**src/rtl/sida_pkg.sv**
```systemverilog
package sida_pkg;

  localparam int unsigned VALUE_W    = 32;
  localparam int unsigned CHAR_W     = 8;
  localparam int unsigned DIGIT_W    = 4;
  localparam int unsigned NUM_DIGITS = 10;
  localparam int unsigned IDX_W      = 4;
  // binary bits consumed by one double-dabble stage
  localparam int unsigned STAGE_BITS = 8;
  localparam int unsigned NUM_DABBLE = VALUE_W / STAGE_BITS;

  localparam logic [CHAR_W-1:0]  ASCII_ZERO  = 8'd48;
  localparam logic [CHAR_W-1:0]  ASCII_MINUS = 8'd45;
  localparam logic [DIGIT_W-1:0] DABBLE_MIN  = 4'd5;
  localparam logic [DIGIT_W-1:0] DABBLE_ADD  = 4'd3;

  typedef logic [NUM_DIGITS-1:0][DIGIT_W-1:0] sida_bcd_t;

  // payload travelling down the conversion pipeline
  typedef struct packed {
    logic               neg;
    logic [VALUE_W-1:0] bin;
    sida_bcd_t          bcd;
  } sida_conv_t;

  typedef enum logic [1:0] {
    SER_IDLE,
    SER_SIGN,
    SER_DIGIT
  } sida_ser_state_e;

  // one double-dabble step: correct every digit, then shift in one bit
  function automatic sida_bcd_t dabble_bit(sida_bcd_t bcd, logic b);
    sida_bcd_t                       adj;
    logic [NUM_DIGITS*DIGIT_W-1:0] flat;
    adj = bcd;
    for (int d = 0; d < NUM_DIGITS; d++) begin
      if (adj[d] >= DABBLE_MIN) begin
        adj[d] = adj[d] + DABBLE_ADD;
      end
    end
    flat = adj;
    return sida_bcd_t'({flat[NUM_DIGITS*DIGIT_W-2:0], b});
  endfunction

endpackage

```
**src/rtl/sida_value_if.sv**
```systemverilog
interface sida_value_if;
  import sida_pkg::*;

  logic               valid;
  logic               ready;
  logic [VALUE_W-1:0] value;

  modport source (output valid, output value, input ready);
  modport sink (input valid, input value, output ready);
endinterface

```
**src/rtl/sida_char_if.sv**
```systemverilog
interface sida_char_if;
  import sida_pkg::*;

  logic              valid;
  logic              ready;
  logic [CHAR_W-1:0] character;
  logic              last;

  modport source (output valid, output character, output last, input ready);
  modport sink (input valid, input character, input last, output ready);
endinterface

```
**src/rtl/sida_abs_stage.sv**
```systemverilog
module sida_abs_stage
  import sida_pkg::*;
(
  input  logic               clk_i,
  input  logic               rst_ni,
  input  logic               valid_i,
  output logic               ready_o,
  input  logic [VALUE_W-1:0] value_i,
  output logic               valid_o,
  input  logic               ready_i,
  output sida_conv_t         data_o
);

  logic       valid_q, valid_d;
  sida_conv_t data_q, data_d;

  assign ready_o = !valid_q || ready_i;

  always_comb begin
    valid_d = valid_q;
    data_d  = data_q;
    if (valid_i && ready_o) begin
      valid_d     = 1'b1;
      data_d.neg  = value_i[VALUE_W-1];
      // unsigned negation, so the most negative value yields its true magnitude
      data_d.bin  = value_i[VALUE_W-1] ? (VALUE_W'(0) - value_i) : value_i;
      data_d.bcd  = '0;
    end else if (ready_i) begin
      valid_d = 1'b0;
    end
  end

  always_ff @(posedge clk_i or negedge rst_ni) begin
    if (!rst_ni) begin
      valid_q <= 1'b0;
    end else begin
      valid_q <= valid_d;
    end
  end

  always_ff @(posedge clk_i) begin
    data_q <= data_d;
  end

  assign valid_o = valid_q;
  assign data_o  = data_q;

endmodule

```
**src/rtl/sida_dabble_stage.sv**
```systemverilog
module sida_dabble_stage
  import sida_pkg::*;
(
  input  logic       clk_i,
  input  logic       rst_ni,
  input  logic       valid_i,
  output logic       ready_o,
  input  sida_conv_t data_i,
  output logic       valid_o,
  input  logic       ready_i,
  output sida_conv_t data_o
);

  logic       valid_q, valid_d;
  sida_conv_t data_q, data_d;
  sida_bcd_t  bcd_w;

  assign ready_o = !valid_q || ready_i;

  // consume the top bits of the remaining binary, msb first
  always_comb begin
    bcd_w = data_i.bcd;
    for (int k = 0; k < STAGE_BITS; k++) begin
      bcd_w = dabble_bit(bcd_w, data_i.bin[VALUE_W-1-k]);
    end
  end

  always_comb begin
    valid_d = valid_q;
    data_d  = data_q;
    if (valid_i && ready_o) begin
      valid_d    = 1'b1;
      data_d.neg = data_i.neg;
      data_d.bin = data_i.bin << STAGE_BITS;
      data_d.bcd = bcd_w;
    end else if (ready_i) begin
      valid_d = 1'b0;
    end
  end

  always_ff @(posedge clk_i or negedge rst_ni) begin
    if (!rst_ni) begin
      valid_q <= 1'b0;
    end else begin
      valid_q <= valid_d;
    end
  end

  always_ff @(posedge clk_i) begin
    data_q <= data_d;
  end

  assign valid_o = valid_q;
  assign data_o  = data_q;

endmodule

```
**src/rtl/sida_serial.sv**
```systemverilog
module sida_serial
  import sida_pkg::*;
(
  input  logic              clk_i,
  input  logic              rst_ni,
  input  logic              valid_i,
  output logic              ready_o,
  input  sida_conv_t        data_i,
  output logic              valid_o,
  input  logic              ready_i,
  output logic [CHAR_W-1:0] character_o,
  output logic              last_o
);

  sida_ser_state_e   state_q, state_d;
  logic [IDX_W-1:0]  idx_q, idx_d;
  sida_bcd_t         bcd_q, bcd_d;
  logic [IDX_W-1:0]  msd_w;
  logic              out_xfer;
  logic              load;

  // most significant non-zero digit, zero keeps a single digit
  always_comb begin
    msd_w = '0;
    for (int d = 0; d < NUM_DIGITS; d++) begin
      if (data_i.bcd[d] != '0) begin
        msd_w = IDX_W'(d);
      end
    end
  end

  assign valid_o  = (state_q != SER_IDLE);
  assign out_xfer = valid_o && ready_i;
  assign ready_o  = (state_q == SER_IDLE) || (out_xfer && last_o);
  assign load     = valid_i && ready_o;

  // character on the output for the current state
  always_comb begin
    character_o = ASCII_MINUS;
    last_o      = 1'b0;
    case (state_q)
      SER_SIGN: begin
        character_o = ASCII_MINUS;
        last_o      = 1'b0;
      end
      SER_DIGIT: begin
        character_o = ASCII_ZERO + CHAR_W'(bcd_q[idx_q]);
        last_o      = (idx_q == '0);
      end
      default: begin
        character_o = ASCII_MINUS;
        last_o      = 1'b0;
      end
    endcase
  end

  always_comb begin
    state_d = state_q;
    idx_d   = idx_q;
    bcd_d   = bcd_q;
    case (state_q)
      SER_SIGN: begin
        if (out_xfer) begin
          state_d = SER_DIGIT;
        end
      end
      SER_DIGIT: begin
        if (out_xfer) begin
          if (idx_q == '0) begin
            state_d = SER_IDLE;
          end else begin
            idx_d = idx_q - 1'b1;
          end
        end
      end
      default: begin
        state_d = SER_IDLE;
      end
    endcase
    if (load) begin
      state_d = data_i.neg ? SER_SIGN : SER_DIGIT;
      idx_d   = msd_w;
      bcd_d   = data_i.bcd;
    end
  end

  always_ff @(posedge clk_i or negedge rst_ni) begin
    if (!rst_ni) begin
      state_q <= SER_IDLE;
    end else begin
      state_q <= state_d;
    end
  end

  always_ff @(posedge clk_i) begin
    idx_q <= idx_d;
    bcd_q <= bcd_d;
  end

  a_sign_char: assert property (@(posedge clk_i) disable iff (!rst_ni)
    state_q == SER_SIGN |-> character_o == ASCII_MINUS && !last_o)
    else $error("sign state must show a non-final minus");

  a_idx_range: assert property (@(posedge clk_i) disable iff (!rst_ni)
    state_q == SER_DIGIT |-> idx_q < IDX_W'(NUM_DIGITS))
    else $error("digit index out of range");

  a_sign_then_digit: assert property (@(posedge clk_i) disable iff (!rst_ni)
    state_q == SER_SIGN && out_xfer |=> state_q == SER_DIGIT)
    else $error("minus must be followed by digits");

  a_idx_step: assert property (@(posedge clk_i) disable iff (!rst_ni)
    state_q == SER_DIGIT && out_xfer && idx_q != '0
    |=> state_q == SER_DIGIT && idx_q == $past(idx_q) - 1'b1)
    else $error("digit index must count down by one");

  a_ready_on_last: assert property (@(posedge clk_i) disable iff (!rst_ni)
    state_q != SER_IDLE && !(out_xfer && last_o) |-> !ready_o)
    else $error("new number taken before the text finished");

endmodule

```
**src/rtl/signed_int_to_decimal_ascii.sv**
```systemverilog
// signed 32-bit integer to decimal ascii text
//
// in_i : one transfer carries one two's complement value
// out_o: one transfer per character, most significant first; a negative value
//        opens with '-', there are no leading zeros, zero gives a single '0';
//        last marks the final character of each number
//
// path    : each number passes the magnitude stage, four double-dabble stages,
//           then the serialiser, each of them registered
// throughput: the serialiser sends one character per cycle while out_o.ready
//           is high; a number is 1 to 11 characters (digit count, plus one if
//           negative); the pipeline ahead buffers up to five further numbers
// reset   : all valid bits and the serialiser state clear at once, no sweep
// stall   : when out_o.ready is low the current character holds, the stages
//           fill up behind it and in_i.ready drops; nothing is lost or repeated
module signed_int_to_decimal_ascii
  import sida_pkg::*;
(
  input  logic        clk_i,
  input  logic        rst_ni,
  sida_value_if.sink  in_i,
  sida_char_if.source out_o
);

  // stage k holds the item after k double-dabble stages
  logic       stg_valid [NUM_DABBLE+1];
  logic       stg_ready [NUM_DABBLE+1];
  sida_conv_t stg_data  [NUM_DABBLE+1];

  // sign and magnitude
  sida_abs_stage u_abs (
    .clk_i   (clk_i),
    .rst_ni  (rst_ni),
    .valid_i (in_i.valid),
    .ready_o (in_i.ready),
    .value_i (in_i.value),
    .valid_o (stg_valid[0]),
    .ready_i (stg_ready[0]),
    .data_o  (stg_data[0])
  );

  // binary to bcd, a byte of the magnitude per stage
  for (genvar g = 0; g < NUM_DABBLE; g++) begin : g_dabble
    sida_dabble_stage u_stage (
      .clk_i   (clk_i),
      .rst_ni  (rst_ni),
      .valid_i (stg_valid[g]),
      .ready_o (stg_ready[g]),
      .data_i  (stg_data[g]),
      .valid_o (stg_valid[g+1]),
      .ready_i (stg_ready[g+1]),
      .data_o  (stg_data[g+1])
    );
  end

  // one character per transfer
  sida_serial u_serial (
    .clk_i       (clk_i),
    .rst_ni      (rst_ni),
    .valid_i     (stg_valid[NUM_DABBLE]),
    .ready_o     (stg_ready[NUM_DABBLE]),
    .data_i      (stg_data[NUM_DABBLE]),
    .valid_o     (out_o.valid),
    .ready_i     (out_o.ready),
    .character_o (out_o.character),
    .last_o      (out_o.last)
  );

endmodule

```
**src/flat_wrapper.sv**
```systemverilog
// flat-port wrapper written by rule: the top's interface ports become plain ports
module signed_int_to_decimal_ascii_flat import sida_pkg::*;
  (clk_i, rst_ni, in_i_valid, in_i_value, in_i_ready, out_o_valid, out_o_character, out_o_last, out_o_ready);
  sida_value_if in_i_i ();
  sida_char_if out_o_i ();
  input  logic clk_i;
  input  logic rst_ni;
  input wire logic [$bits(in_i_i.valid)-1:0] in_i_valid;
  input wire logic [$bits(in_i_i.value)-1:0] in_i_value;
  output wire logic [$bits(in_i_i.ready)-1:0] in_i_ready;
  output wire logic [$bits(out_o_i.valid)-1:0] out_o_valid;
  output wire logic [$bits(out_o_i.character)-1:0] out_o_character;
  output wire logic [$bits(out_o_i.last)-1:0] out_o_last;
  input wire logic [$bits(out_o_i.ready)-1:0] out_o_ready;
  assign in_i_i.valid = in_i_valid;
  assign in_i_i.value = in_i_value;
  assign in_i_ready = in_i_i.ready;
  assign out_o_valid = out_o_i.valid;
  assign out_o_character = out_o_i.character;
  assign out_o_last = out_o_i.last;
  assign out_o_i.ready = out_o_ready;
  signed_int_to_decimal_ascii u_core (.clk_i(clk_i), .rst_ni(rst_ni), .in_i(in_i_i), .out_o(out_o_i));
endmodule
```
**config.mk**
```make
export PLATFORM = sky130hd
export DESIGN_NAME = signed_int_to_decimal_ascii_flat
export DESIGN_NICKNAME = d
export VERILOG_FILES = /design/src/rtl/sida_pkg.sv /design/src/rtl/sida_value_if.sv /design/src/rtl/sida_char_if.sv /design/src/rtl/sida_abs_stage.sv /design/src/rtl/sida_dabble_stage.sv /design/src/rtl/sida_serial.sv /design/src/rtl/signed_int_to_decimal_ascii.sv /design/src/flat_wrapper.sv
export SDC_FILE = /design/constraint.sdc
export NUM_CORES = 1
export LEC_CHECK = 0
export BUFFER_PORTS_ARGS = -buffer_cell sky130_fd_sc_hd__buf_4
export CAP_MARGIN = 5
export CORE_ASPECT_RATIO = 0.8
export CORE_MARGIN = 5
export CORE_UTILIZATION = 31
export DETAILED_ROUTE_END_ITERATION = 7
export MAX_ROUTING_LAYER = met4
export PLACE_DENSITY = 0.47
export SYNTH_ARGS = -nofsm -noshare
export SYNTH_HDL_FRONTEND = slang
export SYNTH_SLANG_ARGS = --single-unit
export TNS_END_PERCENT = 30
```
**constraint.sdc**
```tcl
create_clock -name clk_i -period 8.1 [get_ports clk_i]
set_input_delay 0.405 -clock clk_i [delete_from_list [all_inputs] [get_ports clk_i]]
set_output_delay 0.405 -clock clk_i [all_outputs]
set_load 0.02 [all_outputs]
```
==> impl_metrics.tcl, run 1 <==
set metrics [dict create \
    slew_headroom_pct 28.6 \
    dr.pass1.iters 5 \
    r2r_slack_ns 0.76 \
    io_pins 47 \
    worstPathRequired_ns 8.42 \
    wl_per_cell_um 13.1 \
    grt_max_degree 49 \
    r2r_cells 36 \
    die_area_um2 95100 \
    numCtsBuffers 29 \
    synth-seq-area-share_pct 25.8 \
    finalCritPeriodShare_pct 90.6 \
    overflow 0 \
    layout-drive-gt1-share_pct 11.1 \
    max_stage_delay_ns 0.42 \
    syn_inst 3354 \
    yosysWarningCount 0 \
    end_kind "flip-flop" \
    synthFlopType "edfxtp_1" \
    critical_path.startpoint_type "flip-flop" \
    synth_edf_count 231 \
    grt_use_total_pct 12.4 \
    port_buffers 43 \
    hold_path.class "primary input to flip-flop" \
    routabilityCongestion 0.795 \
    cp_slowest_cell "edfxtp_1" \
    finalSetupViolCount 0 \
    area_delta_synth_final_pct 9.32 \
    clock_skew_ns 0.0174 \
    num_rows 97 \
    netlist_area_um2 27600 \
    fin_area_um2 30200 \
    antenna_found_initial 1 \
    synth_async_sr_flop_share_pct 2.94 \
    cts-root-buf "clkbuf_16" \
    path_class "flip-flop to flip-flop" \
    core_area_um2 87900 \
    yosys.area.top_type "edfxtp_1" \
    holdPathStages 3 \
    cts_tree "done" \
    cp_max_fo 8 \
    die_h_um 277 \
    cts_sinks 238 \
    hp-start "out_o_ready" \
    grt_pass1_wl_um 102000 \
    slew_viol_final 0 \
    min_to "u_core.u_serial.state_q[1]$_DFFE_PN0P_" \
    crit_top_cell "ha_1" \
    nets 3519 \
    timing.rr.end "u_core.g_dabble[3].u_stage.data_o[38]$_DFFE_PP_" \
    clk_latency_ns 0.58 \
    tns_ns 0 \
    fmax_ghz 0.136 \
    routed_wl_um 59600 \
    ant_nets 0 \
    vias 23800 \
    cts.htree.levels 1 \
    drc 0 \
    cp.arrival_ns 7.66 \
    rsz0062_at_grt "false" \
    grt_pass1_vias 21000 \
    yosys_register_bits 238 \
    fp.dieW_um 344 \
    syn_avg_cell_area_um2 8.23 \
    vias_per_cell 5.23 \
    path_clk_slew_ns 0.06 \
    nFillCells 9104 \
    maxCapViolations 0 \
    start_util_pct 31.4 \
    dpl-instance-area_um2 29100 \
    diodes 0 \
    yosysUniqueCellTypes 129 \
    final_util_pct 34.3 \
    period_needed_ns 7.34 \
    outcome "complete, no violations" \
    tightest_slew_ns 1.07 \
    synth_top_area_share_pct 25.1 \
    drtIter0Drc 1510 \
    finalHoldViolations 0 \
    r2r_start "u_core.g_dabble[2].u_stage.data_o[20]$_DFFE_PP_" \
    hpwl_um 45000 \
    clockBufferDepth 3 \
    ys_top_cells_by_area "edfxtp_1, ha_1, o21ai_0" \
]
synth_stat cells (48+ instances only):
| cell type | count |
|---|---|
| a211oi_1 | 52 |
| xnor2_1 | 102 |
| inv_1 | 191 |
| and2_1 | 53 |
| nand3_1 | 84 |
| o22ai_1 | 56 |
| mux2i_1 | 102 |
| edfxtp_1 | 231 |
| nor3_1 | 84 |
| o21ai_1 | 65 |
| nand2b_1 | 75 |
| a21o_1 | 48 |
| o21ai_0 | 235 |
| a21oi_1 | 210 |
| ha_1 | 140 |
| nor2_1 | 273 |
| nand2_1 | 306 |
| clkbuf_1 | 72 |
final cells by class:
type	count	area [um^2]	share of cell area, %
well taps	1188	1490	4.93
repair buffers	72	548	1.82
multi-input cells	2800	19300	64.0
clock inverters	22	210	0.697
flip-flops and latches	238	7110	23.6
inverters	202	758	2.51
clock buffers	32	757	2.51
cell usage in the layout, fill, tap and decap left out, types with 49 or more instances in the layout:
cell	n
o21ai_0	234
nand2b_1	75
nor2_1	273
mux2i_1	101
edfxtp_1	231
nor3_1	83
o21ai_1	66
a21oi_1	208
buf_4	69
nand3_1	84
and2_1	49
xnor2_1	99
ha_1	140
nand2_1	306
inv_1	191
a211oi_1	52
o22ai_1	56
stage by stage:
step / setup WS [ns] / hold slack [ns] / cells
detailed placement: 0.555 / 0.240 / 4496
finish: 0.759 / 0.104 / 4554
global route: 0.00892 / 0.0823 / 4554
CTS: 0.544 / 0.0526 / 4553
floorplan: 1.14 / 0.109 / 3355
global placement: 0.614 / 0.240 / 4496
registers in the layout (all words and copies together) (netlist names):
register,count
u_core.u_serial.bcd_q,40
u_core.u_abs.data_o,33
u_core.g_dabble.u_stage.valid_o,4
u_core.u_abs.valid_o,1
u_core.u_serial.idx_q,4
u_core.g_dabble.u_stage.data_o,154
u_core.u_serial.state_q,2
cells by family after synthesis:
logic type | Yosys count | synth area share [%]
compound gates | 1188 | 30.1
xor+xnor | 150 | 5.35
fa+ha+maj | 143 | 6.47
buf+inv | 317 | 4.60
flops | 238 | 25.8
mux | 170 | 6.99
other cells | 2 | 0.0272
simple gates | 1146 | 20.7
worst max-delay path by stage:
| stage | from | endpoint | slack [ns] | depth (start not counted) |
|---|---|---|---|---|
| 6_report | u_core.g_dabble[2].u_stage.data_o[20]$_DFFE_PP_ | u_core.g_dabble[3].u_stage.data_o[38]$_DFFE_PP_ | 0.76 | 36 |
| 5_1_grt | u_core.g_dabble[2].u_stage.data_o[24]$_DFFE_PP_ | u_core.g_dabble[3].u_stage.data_o[37]$_DFFE_PP_ | 0.009 | 33 |
| 4_1_cts | u_core.g_dabble[2].u_stage.data_o[20]$_DFFE_PP_ | u_core.g_dabble[3].u_stage.data_o[38]$_DFFE_PP_ | 0.54 | 36 |
| 3_5_place_dp | u_core.g_dabble[2].u_stage.data_o[20]$_DFFE_PP_ | u_core.g_dabble[3].u_stage.data_o[38]$_DFFE_PP_ | 0.55 | 36 |
| 3_3_place_gp | u_core.g_dabble[2].u_stage.data_o[24]$_DFFE_PP_ | u_core.g_dabble[3].u_stage.data_o[37]$_DFFE_PP_ | 0.61 | 33 |
| 2_1_floorplan | u_core.g_dabble[0].u_stage.data_o[4]$_DFFE_PP_ | u_core.g_dabble[1].u_stage.data_o[18]$_DFFE_PP_ | 1.14 | 37 |
critical path: cells and delay by family (launching register included):
family | cells | cell delay [ns]
and+or+nand+nor | 13 | 2.46
buffers and inverters | 4 | 0.36
muxes | 1 | 0.10
DFF | 1 | 0.42
xor gates and xnor gates | 3 | 0.67
adders and majority gates | 5 | 1.14
AOI/OAI and AO/OA | 10 | 1.93
what timing repair did:
action	in CTS	in global routing
endpoints found under the hold margin	9	0
hold buffers	3	0
buffers inserted	0	1
gates resized for setup	0	13
endpoints found under the setup margin	0	15
routing by layer:
metal  vias to the layer above  GRT usage, %  wire (um)
li1                      12700             -          -
met3                        42          1.49       1940
met2                       276          16.9      23000
met4                         0          1.55        617
met1                     10800          19.7      34000
met5                         -             -          0
Power of run 1 is left out: the tool's default activity adds up to more than one toggle a clock period on the data nets, which glitch-free logic cannot reach.
==> run 2, diff against run 1 <==
--- a/config.mk
+++ b/config.mk
@@ -12,7 +12,7 @@
 export CORE_UTILIZATION = 31
 export DETAILED_ROUTE_END_ITERATION = 7
 export MAX_ROUTING_LAYER = met4
-export PLACE_DENSITY = 0.47
+export PLACE_DENSITY = 0.44
 export SYNTH_ARGS = -nofsm -noshare
 export SYNTH_HDL_FRONTEND = slang
 export SYNTH_SLANG_ARGS = --single-unit
==> impl_metrics.tcl, run 2 (synthesized netlist as in run 1, its figures left out) <==
set metrics [dict create \
    outcome "complete, no violations" \
    overflow 0 \
    grt_pass1_vias 21300 \
    die_h_um 277 \
    start_util_pct 31.4 \
    multiInputGateArea_um2 19300 \
    wl_per_cell_um 13.3 \
    grt_pass1_wl_um 104000 \
    routabilityCongestion 0.765 \
    grt_use_total_pct 12.6 \
    cts_sinks 238 \
    fmax_ghz 0.136 \
    cts-root-buf "clkbuf_16" \
    worstPathRequired_ns 8.43 \
    io_pins 47 \
    cts_tree "done" \
    path_class "flip-flop to flip-flop" \
    maxCapViolations 0 \
    fin_cells 4552 \
    finalSetupViolCount 0 \
    seqCellArea_um2 7110 \
    max_stage_delay_ns 0.52 \
    vias_per_cell 5.25 \
    slew_viol_final 0 \
    placed_cells 4494 \
    cp_num_buf_inv 5 \
    fp.dieW_um 344 \
    cp.arrival_ns 7.68 \
    cp_slowest_cell "edfxtp_1" \
    vias 23900 \
    core_area_um2 87900 \
    cp_max_fo 9 \
    hpwl_um 45900 \
    crit_family "simple AND/OR/NAND/NOR gates" \
    place_ws_ns 0.548 \
    numCtsBuffers 29 \
    nets 3517 \
    clockBufferDepth 3 \
    layout_common_cells "nand2_1, nor2_1, o21ai_0, edfxtp_1, a21oi_1" \
    antenna_found_initial 0 \
    routed_wl_um 60600 \
    ant_nets 0 \
    finalCritPeriodShare_pct 90.7 \
    finalHoldViolations 0 \
    drtIter0Drc 1309 \
    port_buffers 43 \
    grt_max_degree 49 \
    period_needed_ns 7.35 \
    clk_latency_ns 0.60 \
    slew_headroom_pct 31.3 \
    tightest_slew_ns 1.03 \
    hold_path.class "primary input to flip-flop" \
    cts.htree.levels 1 \
    diodes 0 \
    drc 0 \
    end_kind "flip-flop" \
    layout-drive-gt1-share_pct 11.1 \
    critical_path.startpoint_type "flip-flop" \
    largest_reg_flops 154 \
    nFillCells 9217 \
    path_clk_slew_ns 0.07 \
    area_delta_synth_final_pct 9.32 \
    clock_skew_ns 0.0371 \
    final_common_cell "nand2_1" \
    num_rows 97 \
    dr.pass1.iters 5 \
    die_area_um2 95100 \
    setup_slack_ns 0.750 \
]
## run 2: final timing paths
kind | endpoint | cells past startpoint | slack (ns) | start
max in group asynchronous | u_core.g_dabble[3].u_stage.valid_o$_DFFE_PN0P_ | 2 | 7.75 | rst_ni
worst min register to register | u_core.g_dabble[2].u_stage.data_o[68]$_DFFE_PP_ | 0 | 0.41 | u_core.g_dabble[1].u_stage.data_o[60]$_DFFE_PP_
min in group asynchronous | u_core.u_abs.valid_o$_DFFE_PN0P_ | 2 | 0.17 | rst_ni
worst min-delay path | u_core.u_abs.data_o[59]$_DFFE_PP_ | 2 | 0.1 | in_i_value[19]
worst max-delay path | u_core.g_dabble[2].u_stage.data_o[19]$_DFFE_PP_ | 29 | 0.75 | u_core.g_dabble[1].u_stage.data_o[4]$_DFFE_PP_
worst max register to register | u_core.g_dabble[2].u_stage.data_o[19]$_DFFE_PP_ | 29 | 0.75 | u_core.g_dabble[1].u_stage.data_o[4]$_DFFE_PP_
## run 2: per-stage QoR
step / cell area, um^2 / utilization, % / setup TNS (ns) / hold WS (ns)
2_1_floorplan: 27600 / - / 0 / 0.109
3_3_place_gp: 29100 / 33.1 / 0 / 0.242
3_5_place_dp: 29100 / 33.1 / 0 / 0.243
4_1_cts: 30100 / 34.2 / 0 / 0.0450
5_1_grt: 30200 / 34.3 / -0.0206 / 0.0740
6_report: 30200 / 34.3 / 0 / 0.0982
## run 2: layout make-up
type                       count  share of cell area, %
clock buffer                  32                   2.44
clock inverter                22                  0.689
inverter                     202                   2.51
multi-input combinational   2800                   64.1
sequential                   238                   23.6
tap                         1188                   4.93
timing repair buffer          70                   1.77
## run 2: timing repair
item	4_1_cts	5_1_grt
buffers inserted	0	1
endpoints found under the setup margin	0	20
gates resized for setup	0	21
hold endpoints to repair	9	0
hold buffers	3	0
## run 2: worst register-to-register path: cells and delay by family, from the launching register on
kind / cells / cell delay (ns)
AND/OR/NAND/NOR: 7 / 1.91
AO/OA/AOI/OAI: 8 / 1.86
adder cells (fa/ha/maj): 5 / 1.12
multiplexers: 2 / 0.63
XOR/XNOR: 2 / 0.61
flip-flops: 1 / 0.52
buffers and inverters: 5 / 0.44
## run 2: routing by layer
layer	part of all wire (%)	up-vias	global-route usage, %
met2	39	295	17.6
met3	3.3	45	1.41
met1	56	10900	19.6
met5	0	-	-
li1	-	12700	-
met4	1.4	0	1.93
Power of run 2 is left out for the same reason.
